--- config.mk ---
export PLATFORM = sky130hd
export DESIGN_NAME = pan_gesture_recognizer_top
export DESIGN_NICKNAME = d
export VERILOG_FILES = /design/src/hdl/pgr_pkg.sv /design/src/hdl/pan_gesture_recognizer_top.sv /design/src/hdl/pgr_front.sv /design/src/hdl/pgr_div.sv /design/src/hdl/pgr_back.sv
export SDC_FILE = /design/constraint.sdc
export NUM_CORES = 2
export LEC_CHECK = 0
export BUFFER_PORTS_ARGS = -buffer_cell sky130_fd_sc_hd__buf_2
export CAP_MARGIN = 20
export CORE_ASPECT_RATIO = 0.5
export CORE_UTILIZATION = 45
export CTS_BUF_LIST = sky130_fd_sc_hd__clkbuf_16
export CTS_CLUSTER_DIAMETER = 40
export DETAILED_ROUTE_END_ITERATION = 16
export SYNTH_ARGS = -nofsm -noshare
export SYNTH_HDL_FRONTEND = slang
export SYNTH_HIERARCHICAL = 1
export SYNTH_SLANG_ARGS = --single-unit
--- constraint.sdc ---
create_clock -name i_clk -period 12.3 [get_ports i_clk]
set_input_delay 0.615 -clock i_clk [delete_from_list [all_inputs] [get_ports i_clk]]
set_output_delay 0.615 -clock i_clk [all_outputs]
set_load 0.005 [all_outputs]
--- src/hdl/pgr_pkg.sv ---
// Shared types, constants and helpers of the pan gesture recogniser.
`default_nettype none
package pgr_pkg;

    localparam int POS_FRAC_BITS = 4;
    localparam logic [31:0] SLOW_START_MS = 32'd100;
    localparam int DIV_STEPS = 21;

    // Register indexes on the configuration port
    localparam logic [2:0] REG_MIN_TOUCHES = 3'd0;
    localparam logic [2:0] REG_MAX_TOUCHES = 3'd1;
    localparam logic [2:0] REG_MIN_DIST_SQ = 3'd2;
    localparam logic [2:0] REG_MIN_MOTION  = 3'd3;
    localparam logic [2:0] REG_ADJ_FRAMES  = 3'd4;

    // Point state codes on the input
    localparam logic [2:0] PS_DOWN        = 3'd0;
    localparam logic [2:0] PS_UP          = 3'd1;
    localparam logic [2:0] PS_MOTION      = 3'd2;
    localparam logic [2:0] PS_STATIONARY  = 3'd4;
    localparam logic [2:0] PS_INTERRUPTED = 3'd5;

    // Gesture phase codes on the output
    localparam logic [2:0] PH_POSSIBLE   = 3'd0;
    localparam logic [2:0] PH_STARTED    = 3'd1;
    localparam logic [2:0] PH_CONTINUING = 3'd2;
    localparam logic [2:0] PH_FINISHED   = 3'd3;
    localparam logic [2:0] PH_CANCELLED  = 3'd4;

    typedef struct packed {
        logic [2:0]         point_state;
        logic signed [19:0] pos_x;
        logic signed [19:0] pos_y;
        logic [31:0]        time_ms;
        logic [3:0]         touch_count;
        logic               other_lifted;
    } t_in;

    typedef struct packed {
        logic [2:0]         gesture_phase;
        logic signed [19:0] cur_x;
        logic signed [19:0] cur_y;
        logic signed [19:0] prev_x;
        logic signed [19:0] prev_y;
        logic [31:0]        delta_ms;
        logic [31:0]        event_time;
        logic [3:0]         touches;
        logic               last;
    } t_out;

    typedef struct packed {
        logic [3:0]  min_touches;
        logic [3:0]  max_touches;
        logic [15:0] min_distance_sq;
        logic [7:0]  min_motion_events;
        logic [7:0]  adjust_frames;
    } t_cfg;

    // Point state class worked out by the front
    typedef enum logic [5:0] {
        PC_DOWN   = 6'b000001,
        PC_UP     = 6'b000010,
        PC_MOTION = 6'b000100,
        PC_STAT   = 6'b001000,
        PC_INTR   = 6'b010000,
        PC_LEAVE  = 6'b100000
    } t_pclass;

    typedef struct packed {
        t_pclass            pclass;
        logic signed [19:0] x;
        logic signed [19:0] y;
        logic [31:0]        time_ms;
        logic [3:0]         count;
        logic               lifted;
        logic               in_range;
        logic               is_min;
        logic               is_one;
    } t_job;

    // Recogniser state
    typedef enum logic [4:0] {
        PAN_CLEAR    = 5'b00001,
        PAN_POSSIBLE = 5'b00010,
        PAN_STARTED  = 5'b00100,
        PAN_FINISHED = 5'b01000,
        PAN_FAILED   = 5'b10000
    } t_pan;

    // Clamp to 20 bits signed
    function automatic logic signed [19:0] sat20(input logic signed [29:0] v);
        logic signed [19:0] r;
        if (v > 30'sd524287) begin
            r = 20'sd524287;
        end else if (v < -30'sd524288) begin
            r = -20'sd524288;
        end else begin
            r = v[19:0];
        end
        return r;
    endfunction

endpackage
`default_nettype wire

--- src/hdl/pan_gesture_recognizer_top.sv ---
// Top level: configuration registers, front queue and recogniser back end.
//
//  channel   direction  handshake                 payload
//  input     in         i_in_valid / o_in_ready   i_in_data  (pgr_pkg::t_in)
//  output    out        o_out_valid / i_out_ready o_out_data (pgr_pkg::t_out)
//  config    in         psel/penable/pwrite       paddr, pwdata, prdata
//
// A frame passes the IDLE, SQX, SQY, PLAN and END steps in the back when it raises no event; each
// event adds SEND, MUL, FIX and EMIT (SEND and EMIT while fewer than two frames are recorded), and
// a slow start adds DIV, which waits for the bit-serial step divider.
// A two-beat queue in the front keeps taking frames while the back works.
// Reset is synchronous and active low; no clearing pass follows it.
// A stalled output holds the back in its emit step; the queue then fills.
`default_nettype none
module pan_gesture_recognizer_top (
    input  wire logic          i_clk,
    input  wire logic          i_rst_n,
    input  wire logic          i_in_valid,
    output logic               o_in_ready,
    input  wire pgr_pkg::t_in  i_in_data,
    output logic               o_out_valid,
    input  wire logic          i_out_ready,
    output pgr_pkg::t_out      o_out_data,
    input  wire logic          psel,
    input  wire logic          penable,
    input  wire logic          pwrite,
    input  wire logic [4:0]    paddr,
    input  wire logic [31:0]   pwdata,
    output logic [31:0]        prdata,
    output logic               pready
);

    pgr_pkg::t_cfg r_cfg;
    pgr_pkg::t_job job;
    logic          job_valid, job_pop, wr;

    assign pready = 1'b1;
    assign wr     = psel && penable && pwrite;

    // Write the registers
    always_ff @(posedge i_clk) begin
        if (!i_rst_n) begin
            r_cfg.min_touches       <= 4'd1;
            r_cfg.max_touches       <= 4'd1;
            r_cfg.min_distance_sq   <= 16'd225;
            r_cfg.min_motion_events <= 8'd2;
            r_cfg.adjust_frames     <= 8'd10;
        end else if (wr && paddr[1:0] == 2'b00) begin
            case (paddr[4:2])
                pgr_pkg::REG_MIN_TOUCHES: r_cfg.min_touches       <= pwdata[3:0];
                pgr_pkg::REG_MAX_TOUCHES: r_cfg.max_touches       <= pwdata[3:0];
                pgr_pkg::REG_MIN_DIST_SQ: r_cfg.min_distance_sq   <= pwdata[15:0];
                pgr_pkg::REG_MIN_MOTION:  r_cfg.min_motion_events <= pwdata[7:0];
                pgr_pkg::REG_ADJ_FRAMES:  r_cfg.adjust_frames     <= pwdata[7:0];
                default: ;
            endcase
        end
    end

    // Read the registers
    always_comb begin
        case (paddr[4:2])
            pgr_pkg::REG_MIN_TOUCHES: prdata = {28'd0, r_cfg.min_touches};
            pgr_pkg::REG_MAX_TOUCHES: prdata = {28'd0, r_cfg.max_touches};
            pgr_pkg::REG_MIN_DIST_SQ: prdata = {16'd0, r_cfg.min_distance_sq};
            pgr_pkg::REG_MIN_MOTION:  prdata = {24'd0, r_cfg.min_motion_events};
            pgr_pkg::REG_ADJ_FRAMES:  prdata = {24'd0, r_cfg.adjust_frames};
            default:                  prdata = 32'd0;
        endcase
    end

    pgr_front u_front (
        .i_clk       (i_clk),
        .i_rst_n     (i_rst_n),
        .i_valid     (i_in_valid),
        .o_ready     (o_in_ready),
        .i_data      (i_in_data),
        .i_cfg       (r_cfg),
        .o_job_valid (job_valid),
        .i_job_pop   (job_pop),
        .o_job       (job)
    );

    pgr_back u_back (
        .i_clk       (i_clk),
        .i_rst_n     (i_rst_n),
        .i_cfg       (r_cfg),
        .i_job_valid (job_valid),
        .o_job_pop   (job_pop),
        .i_job       (job),
        .o_valid     (o_out_valid),
        .i_ready     (i_out_ready),
        .o_data      (o_out_data)
    );

endmodule
`default_nettype wire

--- src/hdl/pgr_front.sv ---
// Front: accepts touch frames, classifies them and queues them for the back.
`default_nettype none
module pgr_front (
    input  wire logic          i_clk,
    input  wire logic          i_rst_n,
    input  wire logic          i_valid,
    output logic               o_ready,
    input  wire pgr_pkg::t_in  i_data,
    input  wire pgr_pkg::t_cfg i_cfg,
    output logic               o_job_valid,
    input  wire logic          i_job_pop,
    output pgr_pkg::t_job      o_job
);

    pgr_pkg::t_job r_mem [2];
    logic          r_wp, r_rp;
    logic [1:0]    r_cnt;
    pgr_pkg::t_job n_job;
    logic          push, pop;

    assign o_ready     = (r_cnt != 2'd2);
    assign o_job_valid = (r_cnt != 2'd0);
    assign o_job       = r_mem[r_rp];
    assign push        = i_valid && o_ready;
    assign pop         = i_job_pop && o_job_valid;

    // Classify the beat
    always_comb begin
        case (i_data.point_state)
            pgr_pkg::PS_DOWN:        n_job.pclass = pgr_pkg::PC_DOWN;
            pgr_pkg::PS_UP:          n_job.pclass = pgr_pkg::PC_UP;
            pgr_pkg::PS_MOTION:      n_job.pclass = pgr_pkg::PC_MOTION;
            pgr_pkg::PS_STATIONARY:  n_job.pclass = pgr_pkg::PC_STAT;
            pgr_pkg::PS_INTERRUPTED: n_job.pclass = pgr_pkg::PC_INTR;
            default:                 n_job.pclass = pgr_pkg::PC_LEAVE;
        endcase
        n_job.x        = i_data.pos_x;
        n_job.y        = i_data.pos_y;
        n_job.time_ms  = i_data.time_ms;
        n_job.count    = i_data.touch_count;
        n_job.lifted   = i_data.other_lifted;
        n_job.in_range = (i_data.touch_count >= i_cfg.min_touches) &&
                         (i_data.touch_count <= i_cfg.max_touches);
        n_job.is_min   = (i_data.touch_count == i_cfg.min_touches);
        n_job.is_one   = (i_data.touch_count == 4'd1);
    end

    // Store the queue entry
    always_ff @(posedge i_clk) begin
        if (push) begin
            r_mem[r_wp] <= n_job;
        end
    end

    // Advance the pointers
    always_ff @(posedge i_clk) begin
        if (!i_rst_n) begin
            r_wp  <= 1'b0;
            r_rp  <= 1'b0;
            r_cnt <= 2'd0;
        end else begin
            if (push) begin
                r_wp <= ~r_wp;
            end
            if (pop) begin
                r_rp <= ~r_rp;
            end
            case ({push, pop})
                2'b10:   r_cnt <= r_cnt + 2'd1;
                2'b01:   r_cnt <= r_cnt - 2'd1;
                default: r_cnt <= r_cnt;
            endcase
        end
    end

endmodule
`default_nettype wire

--- src/hdl/pgr_div.sv ---
// Serial signed-by-unsigned divider for the slow-start step, one bit a cycle.
`default_nettype none
module pgr_div (
    input  wire logic               i_clk,
    input  wire logic               i_rst_n,
    input  wire logic               i_start,
    input  wire logic signed [20:0] i_num,
    input  wire logic [7:0]         i_den,
    output logic                    o_done,
    output logic signed [19:0]      o_quot
);

    logic        r_busy, r_done, r_neg;
    logic [4:0]  r_cnt;
    logic [7:0]  r_rem, r_den;
    logic [20:0] r_quo;
    logic [8:0]  trial, diff;
    logic        ge;
    logic signed [21:0] signed_q;

    assign trial    = {r_rem, r_quo[20]};
    assign diff     = trial - {1'b0, r_den};
    assign ge       = (trial >= {1'b0, r_den});
    assign signed_q = r_neg ? -$signed({1'b0, r_quo}) : $signed({1'b0, r_quo});
    assign o_quot   = pgr_pkg::sat20(30'(signed_q));
    assign o_done   = r_done;

    // Load the operands, then shift the remainder and quotient while busy
    always_ff @(posedge i_clk) begin
        if (i_start) begin
            r_quo <= i_num[20] ? (~i_num + 21'd1) : i_num;
            r_rem <= 8'd0;
            r_den <= i_den;
            r_neg <= i_num[20];
        end else if (r_busy) begin
            r_rem <= ge ? diff[7:0] : trial[7:0];
            r_quo <= {r_quo[19:0], ge};
        end
    end

    // Count the steps
    always_ff @(posedge i_clk) begin
        if (!i_rst_n) begin
            r_busy <= 1'b0;
            r_done <= 1'b0;
            r_cnt  <= 5'd0;
        end else begin
            r_done <= 1'b0;
            if (i_start) begin
                r_busy <= 1'b1;
                r_cnt  <= 5'd0;
            end else if (r_busy) begin
                r_cnt <= r_cnt + 5'd1;
                if (r_cnt == 5'(pgr_pkg::DIV_STEPS - 1)) begin
                    r_busy <= 1'b0;
                    r_done <= 1'b1;
                end
            end
        end
    end

endmodule
`default_nettype wire

--- src/hdl/pgr_back.sv ---
// Back: runs the pan recogniser on queued frames and issues event beats.
`default_nettype none
module pgr_back (
    input  wire logic          i_clk,
    input  wire logic          i_rst_n,
    input  wire pgr_pkg::t_cfg i_cfg,
    input  wire logic          i_job_valid,
    output logic               o_job_pop,
    input  wire pgr_pkg::t_job i_job,
    output logic               o_valid,
    input  wire logic          i_ready,
    output pgr_pkg::t_out      o_data
);

    typedef enum logic [9:0] {
        SQ_IDLE = 10'b0000000001,
        SQ_SQX  = 10'b0000000010,
        SQ_SQY  = 10'b0000000100,
        SQ_PLAN = 10'b0000001000,
        SQ_SEND = 10'b0000010000,
        SQ_DIV  = 10'b0000100000,
        SQ_MUL  = 10'b0001000000,
        SQ_FIX  = 10'b0010000000,
        SQ_EMIT = 10'b0100000000,
        SQ_END  = 10'b1000000000
    } t_seq;

    t_seq               r_seq;
    pgr_pkg::t_job      r_job;
    pgr_pkg::t_pan      r_pan, r_nxt_pan;
    logic signed [19:0] r_down_x, r_down_y, r_last_x, r_last_y;
    logic signed [19:0] r_step_x, r_step_y;
    logic [31:0]        r_down_time, r_newest, r_older, r_dt;
    logic [7:0]         r_motion, r_adj_left;
    logic [1:0]         r_hist;
    logic [41:0]        r_sqx, r_sqy;
    logic               r_mid_rec, r_s2_v, r_post_rec, r_clr, r_second;
    logic [2:0]         r_s2_ph, r_phase;
    logic signed [19:0] r_cx, r_cy, r_px, r_py;
    logic signed [28:0] r_prod_x, r_prod_y;
    pgr_pkg::t_out      r_out;
    logic               r_out_valid;

    logic signed [20:0] dx, dy, div_nx, div_ny;
    logic [20:0]        ax, ay;
    logic [42:0]        dist_sq, thr;
    logic               far, slow, div_start, div_done_x, div_done_y, out_free;
    logic [7:0]         mc_inc, left_new;
    logic signed [19:0] quot_x, quot_y;

    assign dx       = {r_job.x[19], r_job.x} - {r_down_x[19], r_down_x};
    assign dy       = {r_job.y[19], r_job.y} - {r_down_y[19], r_down_y};
    assign ax       = dx[20] ? (~dx + 21'd1) : dx;
    assign ay       = dy[20] ? (~dy + 21'd1) : dy;
    assign dist_sq  = {1'b0, r_sqx} + {1'b0, r_sqy};
    assign thr      = 43'({i_cfg.min_distance_sq, (2 * pgr_pkg::POS_FRAC_BITS)'(0)});
    assign far      = (dist_sq >= thr);
    assign mc_inc   = (r_motion == 8'hFF) ? r_motion : r_motion + 8'd1;
    assign slow     = ((r_job.time_ms - r_down_time) > pgr_pkg::SLOW_START_MS);
    assign left_new = (r_adj_left != 8'd0) ? r_adj_left - 8'd1 : 8'd0;
    assign div_nx   = {r_job.x[19], r_job.x} - {r_down_x[19], r_down_x};
    assign div_ny   = {r_job.y[19], r_job.y} - {r_down_y[19], r_down_y};
    assign div_start = r_seq == SQ_SEND && r_hist == 2'd2 && r_phase == pgr_pkg::PH_STARTED
                       && slow && i_cfg.adjust_frames != 8'd0;
    assign out_free  = !r_out_valid || i_ready;
    assign o_job_pop = (r_seq == SQ_IDLE) && i_job_valid;
    assign o_valid   = r_out_valid;
    assign o_data    = r_out;

    pgr_div u_div_x (
        .i_clk   (i_clk),
        .i_rst_n (i_rst_n),
        .i_start (div_start),
        .i_num   (div_nx),
        .i_den   (i_cfg.adjust_frames),
        .o_done  (div_done_x),
        .o_quot  (quot_x)
    );

    pgr_div u_div_y (
        .i_clk   (i_clk),
        .i_rst_n (i_rst_n),
        .i_start (div_start),
        .i_num   (div_ny),
        .i_den   (i_cfg.adjust_frames),
        .o_done  (div_done_y),
        .o_quot  (quot_y)
    );

    // Sequence one frame
    always_ff @(posedge i_clk) begin
        if (!i_rst_n) begin
            r_seq       <= SQ_IDLE;
            r_pan       <= pgr_pkg::PAN_CLEAR;
            r_down_x    <= '0;
            r_down_y    <= '0;
            r_down_time <= '0;
            r_motion    <= '0;
            r_hist      <= '0;
            r_newest    <= '0;
            r_older     <= '0;
            r_last_x    <= '0;
            r_last_y    <= '0;
            r_adj_left  <= '0;
            r_step_x    <= '0;
            r_step_y    <= '0;
            r_out_valid <= 1'b0;
        end else begin
            // Drop the beat once taken, unless the emit step refills it
            if (r_out_valid && i_ready && r_seq != SQ_EMIT) begin
                r_out_valid <= 1'b0;
            end
            case (r_seq)
                SQ_IDLE: begin
                    if (i_job_valid) begin
                        r_job <= i_job;
                        r_seq <= SQ_SQX;
                    end
                end
                SQ_SQX: begin
                    r_sqx <= ax * ax;
                    r_seq <= SQ_SQY;
                end
                SQ_SQY: begin
                    r_sqy <= ay * ay;
                    r_seq <= SQ_PLAN;
                end
                SQ_PLAN: begin
                    // Work out the sends and state moves of this frame
                    logic pre, s1v, mid, s2v, post, clr;
                    logic [2:0] s1p, s2p;
                    pgr_pkg::t_pan nxt;
                    pre = 1'b0; s1v = 1'b0; mid = 1'b0; s2v = 1'b0; post = 1'b0;
                    clr = 1'b0; s1p = pgr_pkg::PH_CANCELLED;
                    s2p = pgr_pkg::PH_FINISHED; nxt = r_pan;
                    if (r_job.pclass == pgr_pkg::PC_INTR) begin
                        if (r_pan == pgr_pkg::PAN_STARTED || r_pan == pgr_pkg::PAN_POSSIBLE) begin
                            pre = 1'b1;
                            s1v = 1'b1;
                        end
                        nxt = pgr_pkg::PAN_CLEAR;
                        clr = 1'b1;
                    end else begin
                        case (r_pan)
                            pgr_pkg::PAN_CLEAR: begin
                                if (r_job.pclass == pgr_pkg::PC_DOWN ||
                                    r_job.pclass == pgr_pkg::PC_STAT ||
                                    r_job.pclass == pgr_pkg::PC_MOTION) begin
                                    r_down_x    <= r_job.x;
                                    r_down_y    <= r_job.y;
                                    r_down_time <= r_job.time_ms;
                                    r_motion    <= 8'd0;
                                    if (r_job.is_min) begin
                                        nxt = pgr_pkg::PAN_POSSIBLE;
                                        s1v = 1'b1;
                                        s1p = pgr_pkg::PH_POSSIBLE;
                                    end
                                    post = 1'b1;
                                end
                            end
                            pgr_pkg::PAN_POSSIBLE: begin
                                if (r_job.in_range) begin
                                    if (r_job.pclass == pgr_pkg::PC_MOTION) begin
                                        pre = 1'b1;
                                        r_motion <= mc_inc;
                                        if (mc_inc >= i_cfg.min_motion_events && far) begin
                                            nxt = pgr_pkg::PAN_STARTED;
                                            s1v = 1'b1;
                                            s1p = pgr_pkg::PH_STARTED;
                                        end
                                    end else if (r_job.pclass == pgr_pkg::PC_UP) begin
                                        s1v = 1'b1;
                                        if (far) begin
                                            s1p = pgr_pkg::PH_STARTED;
                                            mid = 1'b1;
                                            s2v = 1'b1;
                                        end
                                        nxt = pgr_pkg::PAN_CLEAR;
                                        clr = 1'b1;
                                    end
                                end else begin
                                    s1v = 1'b1;
                                    if (r_job.is_one && r_job.pclass == pgr_pkg::PC_UP) begin
                                        nxt = pgr_pkg::PAN_CLEAR;
                                        clr = 1'b1;
                                    end else begin
                                        nxt = pgr_pkg::PAN_FAILED;
                                    end
                                end
                            end
                            pgr_pkg::PAN_STARTED: begin
                                pre = 1'b1;
                                s1p = pgr_pkg::PH_FINISHED;
                                if (r_job.in_range) begin
                                    if (r_job.pclass == pgr_pkg::PC_MOTION) begin
                                        s1v = 1'b1;
                                        s1p = pgr_pkg::PH_CONTINUING;
                                    end else if (r_job.pclass == pgr_pkg::PC_UP) begin
                                        s1v = 1'b1;
                                        nxt = pgr_pkg::PAN_CLEAR;
                                        clr = 1'b1;
                                    end else if (r_job.pclass == pgr_pkg::PC_STAT) begin
                                        if (r_job.is_min && r_job.lifted) begin
                                            s1v = 1'b1;
                                            nxt = pgr_pkg::PAN_FINISHED;
                                        end
                                    end
                                end else begin
                                    s1v = 1'b1;
                                    if (r_job.is_one && r_job.pclass == pgr_pkg::PC_UP) begin
                                        nxt = pgr_pkg::PAN_CLEAR;
                                        clr = 1'b1;
                                    end else begin
                                        nxt = pgr_pkg::PAN_FINISHED;
                                    end
                                end
                            end
                            default: begin
                                if (r_job.pclass == pgr_pkg::PC_UP) begin
                                    nxt = pgr_pkg::PAN_CLEAR;
                                    clr = 1'b1;
                                end
                            end
                        endcase
                    end
                    if (pre) begin
                        r_older  <= r_newest;
                        r_newest <= r_job.time_ms;
                        r_hist   <= (r_hist == 2'd2) ? r_hist : r_hist + 2'd1;
                    end
                    r_mid_rec  <= mid;
                    r_s2_v     <= s2v;
                    r_s2_ph    <= s2p;
                    r_post_rec <= post;
                    r_clr      <= clr;
                    r_nxt_pan  <= nxt;
                    r_phase    <= s1p;
                    r_second   <= 1'b0;
                    r_seq      <= s1v ? SQ_SEND : SQ_END;
                end
                SQ_SEND: begin
                    // Pick the previous point and the time delta
                    r_cx <= r_job.x;
                    r_cy <= r_job.y;
                    if (r_hist == 2'd2) begin
                        if (r_phase == pgr_pkg::PH_STARTED) begin
                            r_px <= r_down_x;
                            r_py <= r_down_y;
                            r_dt <= r_job.time_ms - r_down_time;
                            if (slow) begin
                                r_adj_left <= i_cfg.adjust_frames;
                                if (i_cfg.adjust_frames == 8'd0) begin
                                    r_step_x <= '0;
                                    r_step_y <= '0;
                                end
                            end else begin
                                r_adj_left <= 8'd0;
                                r_step_x   <= '0;
                                r_step_y   <= '0;
                            end
                        end else begin
                            r_px <= r_last_x;
                            r_py <= r_last_y;
                            r_dt <= r_job.time_ms - r_older;
                        end
                        r_seq <= div_start ? SQ_DIV : SQ_MUL;
                    end else begin
                        r_px  <= r_job.x;
                        r_py  <= r_job.y;
                        r_dt  <= 32'd0;
                        r_seq <= SQ_EMIT;
                    end
                end
                SQ_DIV: begin
                    if (div_done_x && div_done_y) begin
                        r_step_x <= quot_x;
                        r_step_y <= quot_y;
                        r_seq    <= SQ_MUL;
                    end
                end
                SQ_MUL: begin
                    r_adj_left <= left_new;
                    r_prod_x   <= r_step_x * $signed({1'b0, left_new});
                    r_prod_y   <= r_step_y * $signed({1'b0, left_new});
                    r_seq      <= SQ_FIX;
                end
                SQ_FIX: begin
                    // Phase the threshold out of the reported point
                    logic signed [19:0] cx, cy;
                    cx = pgr_pkg::sat20(30'(r_cx) - 30'(r_prod_x));
                    cy = pgr_pkg::sat20(30'(r_cy) - 30'(r_prod_y));
                    r_cx     <= cx;
                    r_cy     <= cy;
                    r_last_x <= cx;
                    r_last_y <= cy;
                    r_seq    <= SQ_EMIT;
                end
                SQ_EMIT: begin
                    if (out_free) begin
                        r_out.gesture_phase <= r_phase;
                        r_out.cur_x         <= r_cx;
                        r_out.cur_y         <= r_cy;
                        r_out.prev_x        <= r_px;
                        r_out.prev_y        <= r_py;
                        r_out.delta_ms      <= r_dt;
                        r_out.event_time    <= r_job.time_ms;
                        r_out.touches       <= r_job.count;
                        r_out.last          <= r_second || !r_s2_v;
                        r_out_valid         <= 1'b1;
                        if (!r_second && r_s2_v) begin
                            if (r_mid_rec) begin
                                r_older  <= r_newest;
                                r_newest <= r_job.time_ms;
                                r_hist   <= (r_hist == 2'd2) ? r_hist : r_hist + 2'd1;
                            end
                            r_second <= 1'b1;
                            r_phase  <= r_s2_ph;
                            r_seq    <= SQ_SEND;
                        end else begin
                            r_seq <= SQ_END;
                        end
                    end
                end
                SQ_END: begin
                    if (r_post_rec) begin
                        r_older  <= r_newest;
                        r_newest <= r_job.time_ms;
                    end
                    if (r_clr) begin
                        r_hist <= 2'd0;
                    end else if (r_post_rec && r_hist != 2'd2) begin
                        r_hist <= r_hist + 2'd1;
                    end
                    r_pan <= r_nxt_pan;
                    r_seq <= SQ_IDLE;
                end
                default: r_seq <= SQ_IDLE;
            endcase
        end
    end

endmodule
`default_nettype wire
==> results.sh <==
export IMPL_root_buffer="clkbuf_16"
export IMPL_syn_inst=9086
export IMPL_clkLatencyLatePin_ps=790
export IMPL_syn_area_um2=88950
export IMPL_min_to="u_front/r_mem[1][51]$_DFFE_PP_"
export IMPL_max_cap_viol_count=0
export IMPL_period_needed_ps=11720
export IMPL_postSynthAreaPerCell_um2=9.790
export IMPL_grt_overflow=0
export IMPL_final_common_cell="inv_1"
export IMPL_fin_nets=11120
export IMPL_rr_worst_depth=42
export IMPL_wl_met3_um=15520
export IMPL_slowest_stage="inv_1"
export IMPL_cts_clk_slew_worst_paths_ps=60
export IMPL_status="complete, no violations"
export IMPL_grt_pass1_vias=65200
export IMPL_rsz0062_at_grt="no"
export IMPL_die_w_um=630.8
export IMPL_dpl_cell_count=11850
export IMPL_fp_row_count=114
export IMPL_wl_met1_um=101200
export IMPL_worstPathMaxFanout=15
export IMPL_drive_gt1_share_pct=8.847
export IMPL_cp_top_family="adder cells"
export IMPL_most_common_layout_cells="inv_1 (1495), nand2_1 (1063), fa_1 (885), edfxtp_1 (734), ha_1 (675)"
export IMPL_cts_max_level=4
export IMPL_r2r_slack_ps=580
export IMPL_post_drt_via_cell_ratio=5.304
export IMPL_slowest_delay_ps=580
export IMPL_finalNonFillerCells=12150
export IMPL_dp_hpwl_um=177100
export IMPL_post_cts_buffers=0
export IMPL_die_h_um=316.4
export IMPL_synth_edf_count=734
export IMPL_yosysSeqAreaShare_pct=32.09
export IMPL_wl_met2_um=108500
export IMPL_regToRegEndpoint="u_back/r_sqy[40]$_DFFE_PP_"
export IMPL_critPathBufInv=7
export IMPL_area_growth_pct=11.22
export IMPL_slew_violations=0
export IMPL_worstHoldStart="i_in_data[48]"
export IMPL_start_kind="flip-flop"
export IMPL_ys_warn_count=6
export IMPL_ys_ff_latch=1059
export IMPL_cts_inserted_buffers=141
export IMPL_core_um2=194800
export IMPL_start_util_pct=45.65
export IMPL_cts_tree="built"
export IMPL_synthArstFlopShare_pct=0
export IMPL_utilization_pct=50.77
export IMPL_top_layer_used="met4"
export IMPL_crit_required_ps=12780
export IMPL_fin_skew_ps=73.89
export IMPL_crit_path_end_kind="flip-flop"
export IMPL_fin_crit_sh_pct=95.29
export IMPL_routed_wl_um=231100
export IMPL_hp_class="input port to flip-flop"
export IMPL_io_pins=311
export IMPL_drc=0
export IMPL_gp_congestion=0.9544
export IMPL_tightest_slew_ps=1225
export IMPL_fin_ws_ps=579.1
export IMPL_min_path_cells=1
export IMPL_antenna_found_initial=9
export IMPL_finalSetupViolCount=0
export IMPL_wl_per_cell_um=19.01
export IMPL_route_vias_total=64460
export IMPL_die_area_um2=199600
export IMPL_grt_max_degree=144
export IMPL_first_pass_iters=6
export IMPL_arrival_ps=12200
export IMPL_numClockSinks=1059
export IMPL_crit_type="flip-flop to flip-flop"
export IMPL_hold_viol=0
export IMPL_cpMostUsedCell="fa_1"
export IMPL_slew_headroom_pct=18.35
export IMPL_port_buffers=277
export IMPL_clockBufferDepth=4
export IMPL_dp_slack_ps=687.6
export IMPL_fmax_ghz=0.08532
export IMPL_drt_iter0_markers=4677
export IMPL_r2r_start="u_back/r_job[40]$_DFFE_PP_"
export IMPL_fillers=18040
export IMPL_synth_cell_types=112
export IMPL_grt_pass1_wl_um=365400
export IMPL_synthFlopType="edfxtp_1"
export IMPL_fin_tns_setup_ps=0
export IMPL_antenna_left=0
export IMPL_track_usage_pct=23.32
registers in the layout (all words and copies together), names as in the netlist, 32 cells and up, named ones only:
signal and flops:
u_back/r_job 86, r_cfg 40, u_back/r_sqy 41, u_front/r_mem 172, u_back/r_down_time 32, u_back/r_older 32
u_back/r_sqx 41, u_back/r_newest 32, u_back/r_dt 32, u_back/o_data 152
through the flow:
| stage | hold WS, ps | area, um^2 |
|---|---|---|
| floorplan | 400.3 | 89120 |
| global placement | 402.1 | 93710 |
| detailed placement | 404.5 | 93710 |
| CTS | 0.4113 | 98890 |
| global route | 20.96 | 98920 |
| finish | 58.50 | 98920 |
worst max path at each step:
stage | startpoint | end | slack (ps) | depth (start not counted)
global route | u_back/r_job[40]$_DFFE_PP_ | u_back/r_sqy[40]$_DFFE_PP_ | 30 | 42
global placement | u_back/r_job[40]$_DFFE_PP_ | u_back/r_sqy[40]$_DFFE_PP_ | 860 | 41
floorplan | u_back/r_job[40]$_DFFE_PP_ | u_back/r_sqy[40]$_DFFE_PP_ | 2110 | 40
finish | u_back/r_job[40]$_DFFE_PP_ | u_back/r_sqy[40]$_DFFE_PP_ | 580 | 42
detailed placement | u_back/r_job[40]$_DFFE_PP_ | u_back/r_sqy[40]$_DFFE_PP_ | 690 | 41
CTS | u_back/r_job[40]$_DFFE_PP_ | u_back/r_sqy[40]$_DFFE_PP_ | 610 | 41
layout make-up:
cell class	instances	area [um^2]	share of cell area, %
flip-flops and latches	1059	28550	28.86
multi-input cells	6271	53850	54.44
diodes	4	10.01	0.01012
repair buffers	477	3052	3.085
well taps	2610	3266	3.301
clock buffers	147	3679	3.719
clock inverters	98	927.1	0.9372
inverters	1488	5590	5.651
per-layer routing:
layer | up-vias | global-route usage [%]
met2 | 1627 | 39.11
met5 | - | 0
met1 | 31740 | 31.37
met3 | 312 | 4.185
met4 | 0 | 5.921
li1 | 30790 | -
cells by family (layout without fill, tap and decap cells):
family,Yosys count,count (layout),synth area share (%)
and+or+nand+nor,2538,2538,13.29
buffers and inverters,1800,2210,7.766
other,4,52,0.01687
adders and majority gates,1561,1561,29.43
AOI/OAI and AO/OA,1536,1536,11.05
muxes,164,164,2.156
xor gates and xnor gates,424,424,4.192
DFF,1059,1059,32.09
Yosys cell counts, types with 16 or more instances:
cell	n	area [um^2]
a211oi_1	49	367.9
a21o_1	141	1059
a21oi_1	557	2788
a221o_1	17	170.2
a22o_1	45	394.1
a311oi_1	25	219.0
a31oi_1	69	431.7
and2_1	209	1308
and3_1	43	269.0
buf_1	23	86.33
buf_2	16	80.08
buf_4	21	157.7
clkbuf_1	245	919.6
dfxtp_1	325	6506
edfxtp_1	734	22040
fa_1	885	17720
ha_1	676	8458
inv_1	1476	5540
mux2_2	61	686.9
mux2_4	40	600.6
mux2i_1	63	630.6
nand2_1	1063	3990
nand2b_1	73	456.7
nand3_1	90	450.4
nand3b_1	17	127.6
nand4_1	41	256.5
nor2_1	590	2215
nor2b_1	116	725.7
nor3_1	95	475.5
nor3b_1	20	150.1
nor4_1	33	206.5
o211ai_1	17	127.6
o21a_1	77	578.1
o21ai_0	261	1306
o21bai_1	40	300.3
o31a_1	16	140.1
o31ai_1	41	307.8
o41ai_1	16	140.1
or2_2	18	112.6
or3_1	41	256.5
or4_1	19	142.6
xnor2_1	247	2163
xor2_1	175	1533
timing repair:
action / in CTS / in global routing
hold buffers: 58 / 0
endpoints found under the setup margin: 0 / 2
endpoints found under the hold margin: 114 / 0
gates resized for setup: 0 / 2
Power is left out: the tool's default activity adds up to more than one toggle a clock period on the data nets, which glitch-free logic cannot reach.
